**src/rtl/xss_pkg.sv**
```systemverilog
package xss_pkg;

   localparam logic [63:0] SMALL_MULT = 64'd2685821657736338717;
   localparam logic [63:0] BANK_MULT  = 64'd1181783497276652981;

   localparam int BANK_WORDS = 16;
   localparam int PTR_W      = 4;

   // configuration register indexes
   localparam logic CSR_BANK_MODE = 1'b0;
   localparam logic CSR_FALLBACK  = 1'b1;

   // multiply sequence steps
   localparam logic [1:0] MUL_STEP_LO  = 2'd0;
   localparam logic [1:0] MUL_STEP_MA  = 2'd1;
   localparam logic [1:0] MUL_STEP_MB  = 2'd2;
   localparam logic [1:0] MUL_STEP_END = 2'd3;

   typedef enum logic [4:0] {
      ST_IDLE  = 5'b00001,
      ST_SMALL = 5'b00010,
      ST_MUL   = 5'b00100,
      ST_BRD   = 5'b01000,
      ST_BUPD  = 5'b10000
   } state_type;

   typedef struct packed {
      logic       advance;
      logic [1:0] step;
   } mul_ctl_type;

   function automatic logic [63:0] xs64_step(input logic [63:0] x);
      logic [63:0] t;
      t = x ^ (x >> 12);
      t = t ^ (t << 25);
      t = t ^ (t >> 27);
      return t;
   endfunction

   function automatic logic [63:0] bank_mix(input logic [63:0] a, input logic [63:0] b);
      logic [63:0] tb;
      logic [63:0] ta;
      tb = b ^ (b << 31);
      tb = tb ^ (tb >> 11);
      ta = a ^ (a >> 30);
      return ta ^ tb;
   endfunction

endpackage

```
**src/rtl/xss_mul.sv**
```systemverilog
module xss_mul
   import xss_pkg::*;
(
   input  logic        clock,
   input  mul_ctl_type ctl,
   input  logic [63:0] operand,
   input  logic [63:0] factor,
   output logic [63:0] product
);

   logic [31:0] op_a;
   logic [31:0] op_b;
   logic [63:0] prod_ff;
   logic [63:0] prod_in;
   logic [63:0] acc_ff;
   logic [63:0] acc_in;

   // low 64 bits of a 64x64 product from three 32x32 partial products
   always_comb begin
      op_a   = operand[31:0];
      op_b   = factor[31:0];
      acc_in = acc_ff;
      case (ctl.step)
         MUL_STEP_LO: begin
            acc_in = 64'd0;
         end
         MUL_STEP_MA: begin
            op_b   = factor[63:32];
            acc_in = prod_ff;
         end
         MUL_STEP_MB: begin
            op_a   = operand[63:32];
            acc_in = acc_ff + {prod_ff[31:0], 32'd0};
         end
         default: begin
            acc_in = acc_ff;
         end
      endcase
      prod_in = 64'(op_a) * 64'(op_b);
   end

   always_ff @(posedge clock) begin
      if (ctl.advance) begin
         prod_ff <= prod_in;
         acc_ff  <= acc_in;
      end
   end

   assign product = acc_ff + {prod_ff[31:0], 32'd0};

endmodule

```
**src/rtl/xorshift_star_random_generator.sv**
```systemverilog
// Random word source: xorshift64* (csr register 0 = 0) or xorshift1024*
// (register 0 = 1), one 64-bit raw word per request. A nonzero seed_value
// reseeds first; a zero seed with a still-zero state loads fallback_seed
// (register 1). Every output goes through one shared 32x32 multiplier that
// forms each 64-bit product from three partial products; a bank-mode draw
// first reads two bank words and writes their mix back, and a bank-mode
// reseed first fills the bank by sixteen small draws. The request side
// stalls while an item is in flight; a finished word waits in the output
// register, and the next request is taken meanwhile.
module xorshift_star_random_generator
   import xss_pkg::*;
(
   input  logic        clock,
   input  logic        reset,
   input  logic        req_valid,
   output logic        req_stall,
   input  logic [63:0] req_seed_value,
   output logic        rsp_valid,
   input  logic        rsp_stall,
   output logic [63:0] rsp_random_word,
   input  logic        csr_valid,
   output logic        csr_ready,
   input  logic        csr_index,
   input  logic [63:0] csr_wdata
);

   state_type        state_ff, state_in;
   logic [1:0]       mul_step_ff, mul_step_in;
   logic             fill_ff, fill_in;
   logic [PTR_W-1:0] fill_idx_ff, fill_idx_in;
   logic [PTR_W-1:0] ptr_ff, ptr_in;
   logic [63:0]      small_ff, small_in;
   logic [63:0]      mul_x_ff, mul_x_in;
   logic             mul_bank_ff, mul_bank_in;
   logic             mode_ff;
   logic [63:0]      fallback_ff;
   logic             rsp_valid_ff, rsp_valid_in;
   logic [63:0]      rsp_word_ff, rsp_word_in;

   logic [63:0]           bank_mem [BANK_WORDS];
   logic [BANK_WORDS-1:0] bank_vld_ff, bank_vld_in;
   logic [63:0]           rd_a_ff, rd_b_ff;
   logic                  rd_a_vld_ff, rd_b_vld_ff;
   logic                  bank_we;
   logic [PTR_W-1:0]      bank_waddr;
   logic [63:0]           bank_wdata;
   logic                  bank_re;

   mul_ctl_type mul_ctl;
   logic [63:0] mul_result;
   logic [63:0] stepped;
   logic [63:0] word_a, word_b, mixed;
   logic        accept, out_free, do_load;
   logic [63:0] load_value;

   xss_mul u_mul (
      .clock   (clock),
      .ctl     (mul_ctl),
      .operand (mul_x_ff),
      .factor  (mul_bank_ff ? BANK_MULT : SMALL_MULT),
      .product (mul_result)
   );

   assign req_stall       = (state_ff != ST_IDLE);
   assign rsp_valid       = rsp_valid_ff;
   assign rsp_random_word = rsp_word_ff;
   assign csr_ready       = 1'b1;

   assign accept     = req_valid && !req_stall;
   assign out_free   = !rsp_valid_ff || !rsp_stall;
   assign do_load    = (req_seed_value != 64'd0) || (small_ff == 64'd0);
   assign load_value = (req_seed_value != 64'd0) ? req_seed_value : fallback_ff;
   assign stepped    = xs64_step(small_ff);
   assign word_a     = rd_a_vld_ff ? rd_a_ff : 64'd0;
   assign word_b     = rd_b_vld_ff ? rd_b_ff : 64'd0;
   assign mixed      = bank_mix(word_a, word_b);

   assign mul_ctl.advance = (state_ff == ST_MUL) && (mul_step_ff != MUL_STEP_END);
   assign mul_ctl.step    = mul_step_ff;

   always_comb begin
      state_in     = state_ff;
      mul_step_in  = mul_step_ff;
      fill_in      = fill_ff;
      fill_idx_in  = fill_idx_ff;
      ptr_in       = ptr_ff;
      small_in     = small_ff;
      mul_x_in     = mul_x_ff;
      mul_bank_in  = mul_bank_ff;
      rsp_word_in  = rsp_word_ff;
      rsp_valid_in = rsp_valid_ff && rsp_stall;
      bank_vld_in  = bank_vld_ff;
      bank_we      = 1'b0;
      bank_waddr   = ptr_ff;
      bank_wdata   = mixed;
      bank_re      = 1'b0;
      case (state_ff)
         ST_IDLE: begin
            mul_step_in = MUL_STEP_LO;
            if (accept) begin
               if (do_load) begin
                  small_in = load_value;
               end
               if (mode_ff && do_load) begin
                  fill_in     = 1'b1;
                  fill_idx_in = '0;
                  state_in    = ST_SMALL;
               end else if (mode_ff) begin
                  state_in = ST_BRD;
               end else begin
                  state_in = ST_SMALL;
               end
            end
         end
         ST_SMALL: begin
            small_in    = stepped;
            mul_x_in    = stepped;
            mul_bank_in = 1'b0;
            mul_step_in = MUL_STEP_LO;
            state_in    = ST_MUL;
         end
         ST_BRD: begin
            bank_re  = 1'b1;
            ptr_in   = ptr_ff + PTR_W'(1);
            state_in = ST_BUPD;
         end
         ST_BUPD: begin
            bank_we              = 1'b1;
            bank_vld_in[ptr_ff]  = 1'b1;
            mul_x_in             = mixed;
            mul_bank_in          = 1'b1;
            mul_step_in          = MUL_STEP_LO;
            state_in             = ST_MUL;
         end
         ST_MUL: begin
            if (mul_step_ff != MUL_STEP_END) begin
               mul_step_in = mul_step_ff + 2'd1;
            end else if (fill_ff) begin
               bank_we                  = 1'b1;
               bank_waddr               = fill_idx_ff;
               bank_wdata               = mul_result;
               bank_vld_in[fill_idx_ff] = 1'b1;
               mul_step_in              = MUL_STEP_LO;
               fill_idx_in              = fill_idx_ff + PTR_W'(1);
               if (fill_idx_ff == PTR_W'(BANK_WORDS - 1)) begin
                  fill_in  = 1'b0;
                  ptr_in   = '0;
                  state_in = ST_BRD;
               end else begin
                  state_in = ST_SMALL;
               end
            end else if (out_free) begin
               rsp_word_in  = mul_result;
               rsp_valid_in = 1'b1;
               mul_step_in  = MUL_STEP_LO;
               state_in     = ST_IDLE;
            end
         end
         default: begin
            state_in = ST_IDLE;
         end
      endcase
   end

   always_ff @(posedge clock) begin
      if (reset) begin
         state_ff     <= ST_IDLE;
         mul_step_ff  <= MUL_STEP_LO;
         fill_ff      <= 1'b0;
         fill_idx_ff  <= '0;
         ptr_ff       <= '0;
         small_ff     <= 64'd0;
         bank_vld_ff  <= '0;
         rsp_valid_ff <= 1'b0;
         mode_ff      <= 1'b0;
         fallback_ff  <= 64'd1;
      end else begin
         state_ff     <= state_in;
         mul_step_ff  <= mul_step_in;
         fill_ff      <= fill_in;
         fill_idx_ff  <= fill_idx_in;
         ptr_ff       <= ptr_in;
         small_ff     <= small_in;
         bank_vld_ff  <= bank_vld_in;
         rsp_valid_ff <= rsp_valid_in;
         if (csr_valid && csr_ready) begin
            case (csr_index)
               CSR_BANK_MODE: mode_ff     <= csr_wdata[0];
               CSR_FALLBACK:  fallback_ff <= csr_wdata;
               default:       mode_ff     <= mode_ff;
            endcase
         end
      end
   end

   always_ff @(posedge clock) begin
      mul_x_ff    <= mul_x_in;
      mul_bank_ff <= mul_bank_in;
      rsp_word_ff <= rsp_word_in;
   end

   // bank memory: one write port, two registered read ports
   always_ff @(posedge clock) begin
      if (bank_we) begin
         bank_mem[bank_waddr] <= bank_wdata;
      end
      if (bank_re) begin
         rd_a_ff     <= bank_mem[ptr_ff];
         rd_b_ff     <= bank_mem[ptr_ff + PTR_W'(1)];
         rd_a_vld_ff <= bank_vld_ff[ptr_ff];
         rd_b_vld_ff <= bank_vld_ff[ptr_ff + PTR_W'(1)];
      end
   end

`ifndef ASSERT_OFF
   a_rsp_from_mul: assert property (@(posedge clock) disable iff (reset)
      $rose(rsp_valid) |-> $past(state_ff == ST_MUL))
      else $error("result raised outside the multiply finish");

   a_fill_scope: assert property (@(posedge clock) disable iff (reset)
      fill_ff |-> (state_ff == ST_SMALL || state_ff == ST_MUL))
      else $error("bank fill active outside small draw or multiply");

   a_idle_step: assert property (@(posedge clock) disable iff (reset)
      (state_ff == ST_IDLE) |-> (mul_step_ff == MUL_STEP_LO))
      else $error("multiply step not cleared in idle");

   a_mul_hold: assert property (@(posedge clock) disable iff (reset)
      (state_ff == ST_MUL && mul_step_ff == MUL_STEP_END && !fill_ff && !out_free)
      |=> (state_ff == ST_MUL && $stable(mul_result)))
      else $error("finished product lost while the output is stalled");
`endif

endmodule
```
**config.mk**
```make
export PLATFORM = sky130hd
export DESIGN_NAME = xorshift_star_random_generator
export DESIGN_NICKNAME = d
export VERILOG_FILES = /design/src/rtl/xss_pkg.sv /design/src/rtl/xss_mul.sv /design/src/rtl/xorshift_star_random_generator.sv
export SDC_FILE = /design/constraint.sdc
export NUM_CORES = 2
export LEC_CHECK = 0
export BUFFER_PORTS_ARGS = -buffer_cell sky130_fd_sc_hd__buf_2
export CAP_MARGIN = 20
export CORE_AREA = 2 2 454 456
export DETAILED_ROUTE_END_ITERATION = 7
export DIE_AREA = 0 0 456 458
export PLACE_DENSITY = 0.68
export SLEW_MARGIN = 25
export SYNTH_ARGS = -nofsm -noshare
export SYNTH_HDL_FRONTEND = slang
export SYNTH_SLANG_ARGS = --single-unit
```
**constraint.sdc**
```tcl
create_clock -name clock -period 9.4 [get_ports clock]
set_clock_uncertainty 0.1 [all_clocks]
set_input_delay 1.88 -clock clock [delete_from_list [all_inputs] [get_ports clock]]
set_output_delay 1.88 -clock clock [all_outputs]
set_load 0.05 [all_outputs]
```
* Word-level counts from Yosys, hierarchy flattened
Memory sizes are Yosys's and may differ from the RTL's. A register that Yosys moved wholly into a read port is not among the register bits. Index checks and enable logic that the tools add are counted.
Cells by class: eq/ne operators 18, multiplexer cells 66, bitwise gates (word level) 12, reduce and logical (&&, ||, !) cells 34, order comparisons 5, multiply operators 1, shifts and indexed selects 0, div/mod/pow operators 0, add/subtract/negate cells 4
Operators by type and width (count):
- $mux 64 | 8
- $pmux 64 s2 | 2
- $pmux 64 s3 | 1
- $xor 64x64->64 | 3
- $add 64x64->64 | 1
- $logic_not 64->1 | 1
- $mul 32x32->64 | 1
- $mux 32 | 2
- $reduce_bool 64->1 | 1
- $xor 64x34->64 | 1
- $xor 64x37->64 | 1
- $xor 64x52->64 | 1
- $xor 64x53->64 | 1
- $mux 62 | 1
- $mux 4 | 13
- $mux 16 | 2
- $or 16x16->16 | 2
- $pmux 16 s2 | 1
- $mux 5 | 4
- $pmux 5 s4 | 1
- $mux 1 | 18
- $pmux 4 s2 | 2
- $lt 4x5->1 const B | 3
- $ne 2x2->1 const B | 6
- 33 further kinds | 63
Word-level totals: RAM bits 1024, bits in latches 0, output and inout port bits 67, input bits 134, bits in registers 421, memory bits (read-only) 0, memories 1
Memories:
- bank_mem | words 16, width 64, read ports 2, clocked after Yosys merged registers in 2, wr ports 1, line xorshift_star_random_generator.sv:40 | logic [63:0] bank_mem [BANK_WORDS];

* Longest topological paths before layout
depth after elaboration 8, depth in mapped cells 35, mapped depth without buffers 31

* By module
Synthesis repeated with hierarchy kept, for this count alone.
Second synthesis, totals: cell total of the unflattened synthesis 8017, area total of the unflattened synthesis 105476.2 um^2
By module, submodules not included:
- xorshift_star_random_generator | area an instance 66298.6 um^2, sequential area each 41770.1 um^2, cells an instance 3799, times used 1
- xss_mul | area an instance 39177.6 um^2, sequential area each 3843.7 um^2, cells an instance 4218, times used 1

* Worst setup path after synthesis
Ideal clock, no wire load.
kind register to register, start register mul_bank_ff, end register u_mul.prod_ff[62], data pin, data required time 9.042 ns, buffers on the path 7, arrival 8.576 ns, cell stages (with the launch flop) 32, path slack 0.465 ns, clock period less this slack 8.935 ns, cell sequence edfxtp_1 -> clkbuf_1 -> inv_1 -> clkbuf_1 -> clkbuf_1 -> ha_1 -> clkbuf_1 -> buf_1 -> clkbuf_1 -> nand2_1 -> fa_1 -> fa_1 -> inv_1 -> fa_1 -> fa_1 -> fa_1 -> fa_1 -> fa_1 -> inv_1 -> fa_1 -> inv_1 -> ha_1 -> clkbuf_1 -> a21oi_1 -> inv_1 -> a211oi_1 -> or4b_1 -> o21ai_4 -> o21ba_4 -> nor3_1 -> a211oi_2 -> xnor2_1
On the way: cells in the longest elaborated chain, start to end 3
Ends and longest elaborated chain:
- from (decl) | line xorshift_star_random_generator.sv:34 | logic mul_bank_ff, mul_bank_in;
- from (signal assigned) | line xorshift_star_random_generator.sv:198 | mul_bank_ff <= mul_bank_in;
- $mux 62 | line xorshift_star_random_generator.sv:60 | .factor (mul_bank_ff ? BANK_MULT : SMALL_MULT),
- $mux 32 | line xss_mul.sv:23 | case (ctl.step)
- $mul 32x32->64 | line xss_mul.sv:39 | prod_in = 64'(op_a) * 64'(op_b);
- named net u_mul.prod_in[62] | line xss_mul.sv:14 | logic [63:0] prod_in;
- to (signal assigned) | line xss_mul.sv:44 | prod_ff <= prod_in;
- to (decl) | line xss_mul.sv:13 | logic [63:0] prod_ff;
The timed path passes the listed nets, and every way through them passes these cells. A chain may end at the register's enable or synchronous reset.

* Final worst setup path
start register mul_step_ff[1], end register u_mul.prod_ff[59], data pin
On the way: cells in the longest elaborated chain, start to end 3
Ends and longest elaborated chain:
- from (decl) | line xorshift_star_random_generator.sv:28 | logic [1:0] mul_step_ff, mul_step_in;
- from (signal assigned) | line xorshift_star_random_generator.sv:179 | mul_step_ff <= mul_step_in;
- $eq 2x2->1 or $eq 2x1->1 (tied branches) | line xss_mul.sv:23
- $mux 32 | line xss_mul.sv:23
- $mul 32x32->64 * | line xss_mul.sv:39
- named net u_mul.prod_in[59] | line xss_mul.sv:14
The timed path passes the listed nets; every way through them passes the cells marked *.

==> flow_metrics.env <==
export IMPL_gp_congestion=1.04
export IMPL_start_kind="flip-flop"
export IMPL_layout_drive_gt1_share=0.195
export IMPL_synth_cells=7386
export IMPL_avgSynthCellArea_um2=13.7
export IMPL_multi_input_area_mm2=0.0514
export IMPL_grt_usage=0.327
export IMPL_clockBufferDepth=3
export IMPL_timing_final_crit_share=0.973
export IMPL_io_buffers=199
export IMPL_grt_first_pass_wirelength_mm=486
export IMPL_cts_hold_buffers=0
export IMPL_row_count=166
export IMPL_overflow=0
export IMPL_clk_latency_ns=0.86
export IMPL_numCtsBuffers=166
export IMPL_reg2regPathDepth=31
export IMPL_wl_met1_mm=124
export IMPL_place_hpwl_mm=250
export IMPL_hold_viol=0
export IMPL_seq_area_mm2=0.0456
export IMPL_ant_nets=0
export IMPL_avgRoutedWirePerCell_um=32.3
export IMPL_max_slew_margin=0.201
export IMPL_hold_class="flip-flop to flip-flop"
export IMPL_core_area_mm2=0.204
export IMPL_crit_end="u_mul.prod_ff[59]"
export IMPL_wl_met2_mm=158
export IMPL_critPathMostFrequentCell="fa_1"
export IMPL_final_common_cell="edfxtp_1"
export IMPL_critPathMaxFanout=34
export IMPL_final_cell_mix="edfxtp_1, inv_1, fa_1"
export IMPL_wl_met3_mm=34.2
export IMPL_area_growth_pct=11.3
export IMPL_worst_path_stages=31
export IMPL_synthArstFlopShare=0
export IMPL_synth_cell_types=80
export IMPL_rr_startpoint="mul_step_ff[1]"
export IMPL_worst_slew_pin_slew_ns=1.19
export IMPL_yosysWarnings=0
export IMPL_chipWidth_um=456
export IMPL_start_util=0.497
export IMPL_layout_nets=8994
export IMPL_highest_layer="met5"
export IMPL_fmax_mhz=109
export IMPL_pin_count=201
export IMPL_drv_cap=0
export IMPL_antenna_found_initial=12
export IMPL_syn_nets=8713
export IMPL_maxSlewViolCount=0
export IMPL_fill_cells=16500
export IMPL_max_stage_delay_ns=0.63
export IMPL_drtPass1Iterations=6
export IMPL_remaining_drc_errors=0
export IMPL_cts_root_buf="clkbuf_16"
export IMPL_cts_tree="built"
export IMPL_startpoint="mul_step_ff[1]"
export IMPL_crit_type="flip-flop to flip-flop"
export IMPL_grt_max_degree=141
export IMPL_timing_rr_end="u_mul.prod_ff[59]"
export IMPL_chipHeight_um=458
export IMPL_ys_ff_latch=1573
export IMPL_period_minus_slack_ns=9.14
export IMPL_status="completed"
export IMPL_wl_mm=339
export IMPL_reg2reg_slack_ns=0.26
export IMPL_cp_arrival_ns=9.60
export IMPL_first_iter_violations=7755
export IMPL_synth_edff_count=1411
export IMPL_route_vias_total=65600
export IMPL_die_area_mm2=0.209
export IMPL_report_final_setup_viol=0
export IMPL_synthFlopType="edfxtp_1"
export IMPL_path_buf_inv=8
export IMPL_critPathTopFamily="adder cells"
export IMPL_path_clk_slew_ns=0.06
export IMPL_grt_pass1_vias=67400
export IMPL_viasPerCell=6.25
export IMPL_worstSetupEndpointType="flip-flop"
export IMPL_ys_seq_area_frac=0.450
export IMPL_setup_tns_ns=0
export IMPL_crit_slowest_cell="fa_1"
export IMPL_crit_required_ns=9.85
export IMPL_netlist_area_mm2=0.101
export IMPL_htreeDepth=4
export IMPL_clkSinkCount=1573
-- area by class of cell --
class,instances,area share
timing repair buffer,486,0.0306
tap,2688,0.0298
antenna,4,0.0000887
inverter,897,0.0299
multi-input combinational,4543,0.456
sequential,1573,0.404
clock buffer,210,0.0391
clock inverter,95,0.0105
-- logic make-up after synthesis --
family | synth area share
flops | 0.450
simple gates | 0.0628
buf+inv | 0.0477
fa+ha+maj | 0.202
compound gates | 0.0466
mux | 0.150
xor+xnor | 0.0399
other cells | 0.0000370
-- synth_stat cells, drive strengths merged, types with 5 or more instances --
cell    number  area (um2)
nor3        69         350
a22oi       16         120
a31oi       26         163
a21oi      370        1860
o21a         7        52.6
o21bai      42         315
nand2      448        1680
xnor2      290        2540
mux2        28         315
nor3b        8        65.1
nand4       32         200
nor4        37         231
edfxtp    1411       42400
nor2       521        1960
a221o        5        50.1
mux4       650       14600
nand3       51         255
fa         744       14900
o31ai        5        37.5
nand2b      47         294
mux2i       29         290
and2        96         601
inv        895        3360
o211ai       8        60.1
and3        53         332
ha         449        5620
o21ai       81         420
a211oi      94         741
buf         78         362
nor2b       30         188
a22o        18         158
a21o        55         413
xor2       172        1510
nand3b       8        60.1
dfxtp      162        3240
clkbuf     295        1110
-- worst min-delay path by stage --
stage | end | slack, ns | depth (start not counted) | start
finish | fallback_ff[4] | 0.35 | 2 | fallback_ff[4]
global route | fallback_ff[53] | 0.37 | 2 | fallback_ff[53]
CTS | fallback_ff[25] | 0.36 | 2 | fallback_ff[25]
detailed placement | fallback_ff[25] | 0.35 | 2 | fallback_ff[25]
global placement | fallback_ff[16] | 0.34 | 2 | fallback_ff[16]
floorplan | rsp_random_word[0] | 0.33 | 0 | u_mul.acc_ff[0]
-- flip-flops by register name, summed over array words and instances, names as in the netlist, 2 cells and up --
name / cells
fill_idx_ff: 4
rd_b_ff: 64
fallback_ff: 64
state_ff: 5
rsp_random_word: 64
small_ff: 64
bank_mem: 1024
u_mul.prod_ff: 64
rd_a_ff: 64
mul_step_ff: 2
mul_x_ff: 64
u_mul.acc_ff: 64
ptr_ff: 4
bank_vld_ff: 16
-- tightest hold or removal path: stages, from the launching register on --
cell     delay, ns
dfxtp_1       0.31
nand2_1       0.05
a21oi_1       0.05
-- per-layer routing --
layer  vias up  track usage
li1      27000            -
met1     34000        0.424
met2      3775        0.512
met3       744       0.0718
met4        14        0.185
met5         -            0
-- per-stage QoR --
stage	utilization	std cells	instance area, um2	setup WS, ns	hold WS [ns]
final	0.554	10500	113000	0.258	0.354
after global routing	0.554	10500	113000	-0.0163	0.369
after CTS	0.553	10500	113000	0.178	0.356
after detailed placement	0.525	10200	107000	-0.0179	0.347
after global placement	0.524	10200	107000	-0.00419	0.345
after floorplan	-	7386	101000	0.465	0.327
-- what timing repair did --
| item | in CTS | in global routing |
|---|---|---|
| pin swaps | 0 | 1 |
| endpoints found under the setup margin | 5 | 13 |
| buffers inserted | 0 | 6 |
| resized for setup | 1 | 4 |
Power is left out: the tool's default activity adds up to more than one toggle a clock period on the data nets, which glitch-free logic cannot reach.
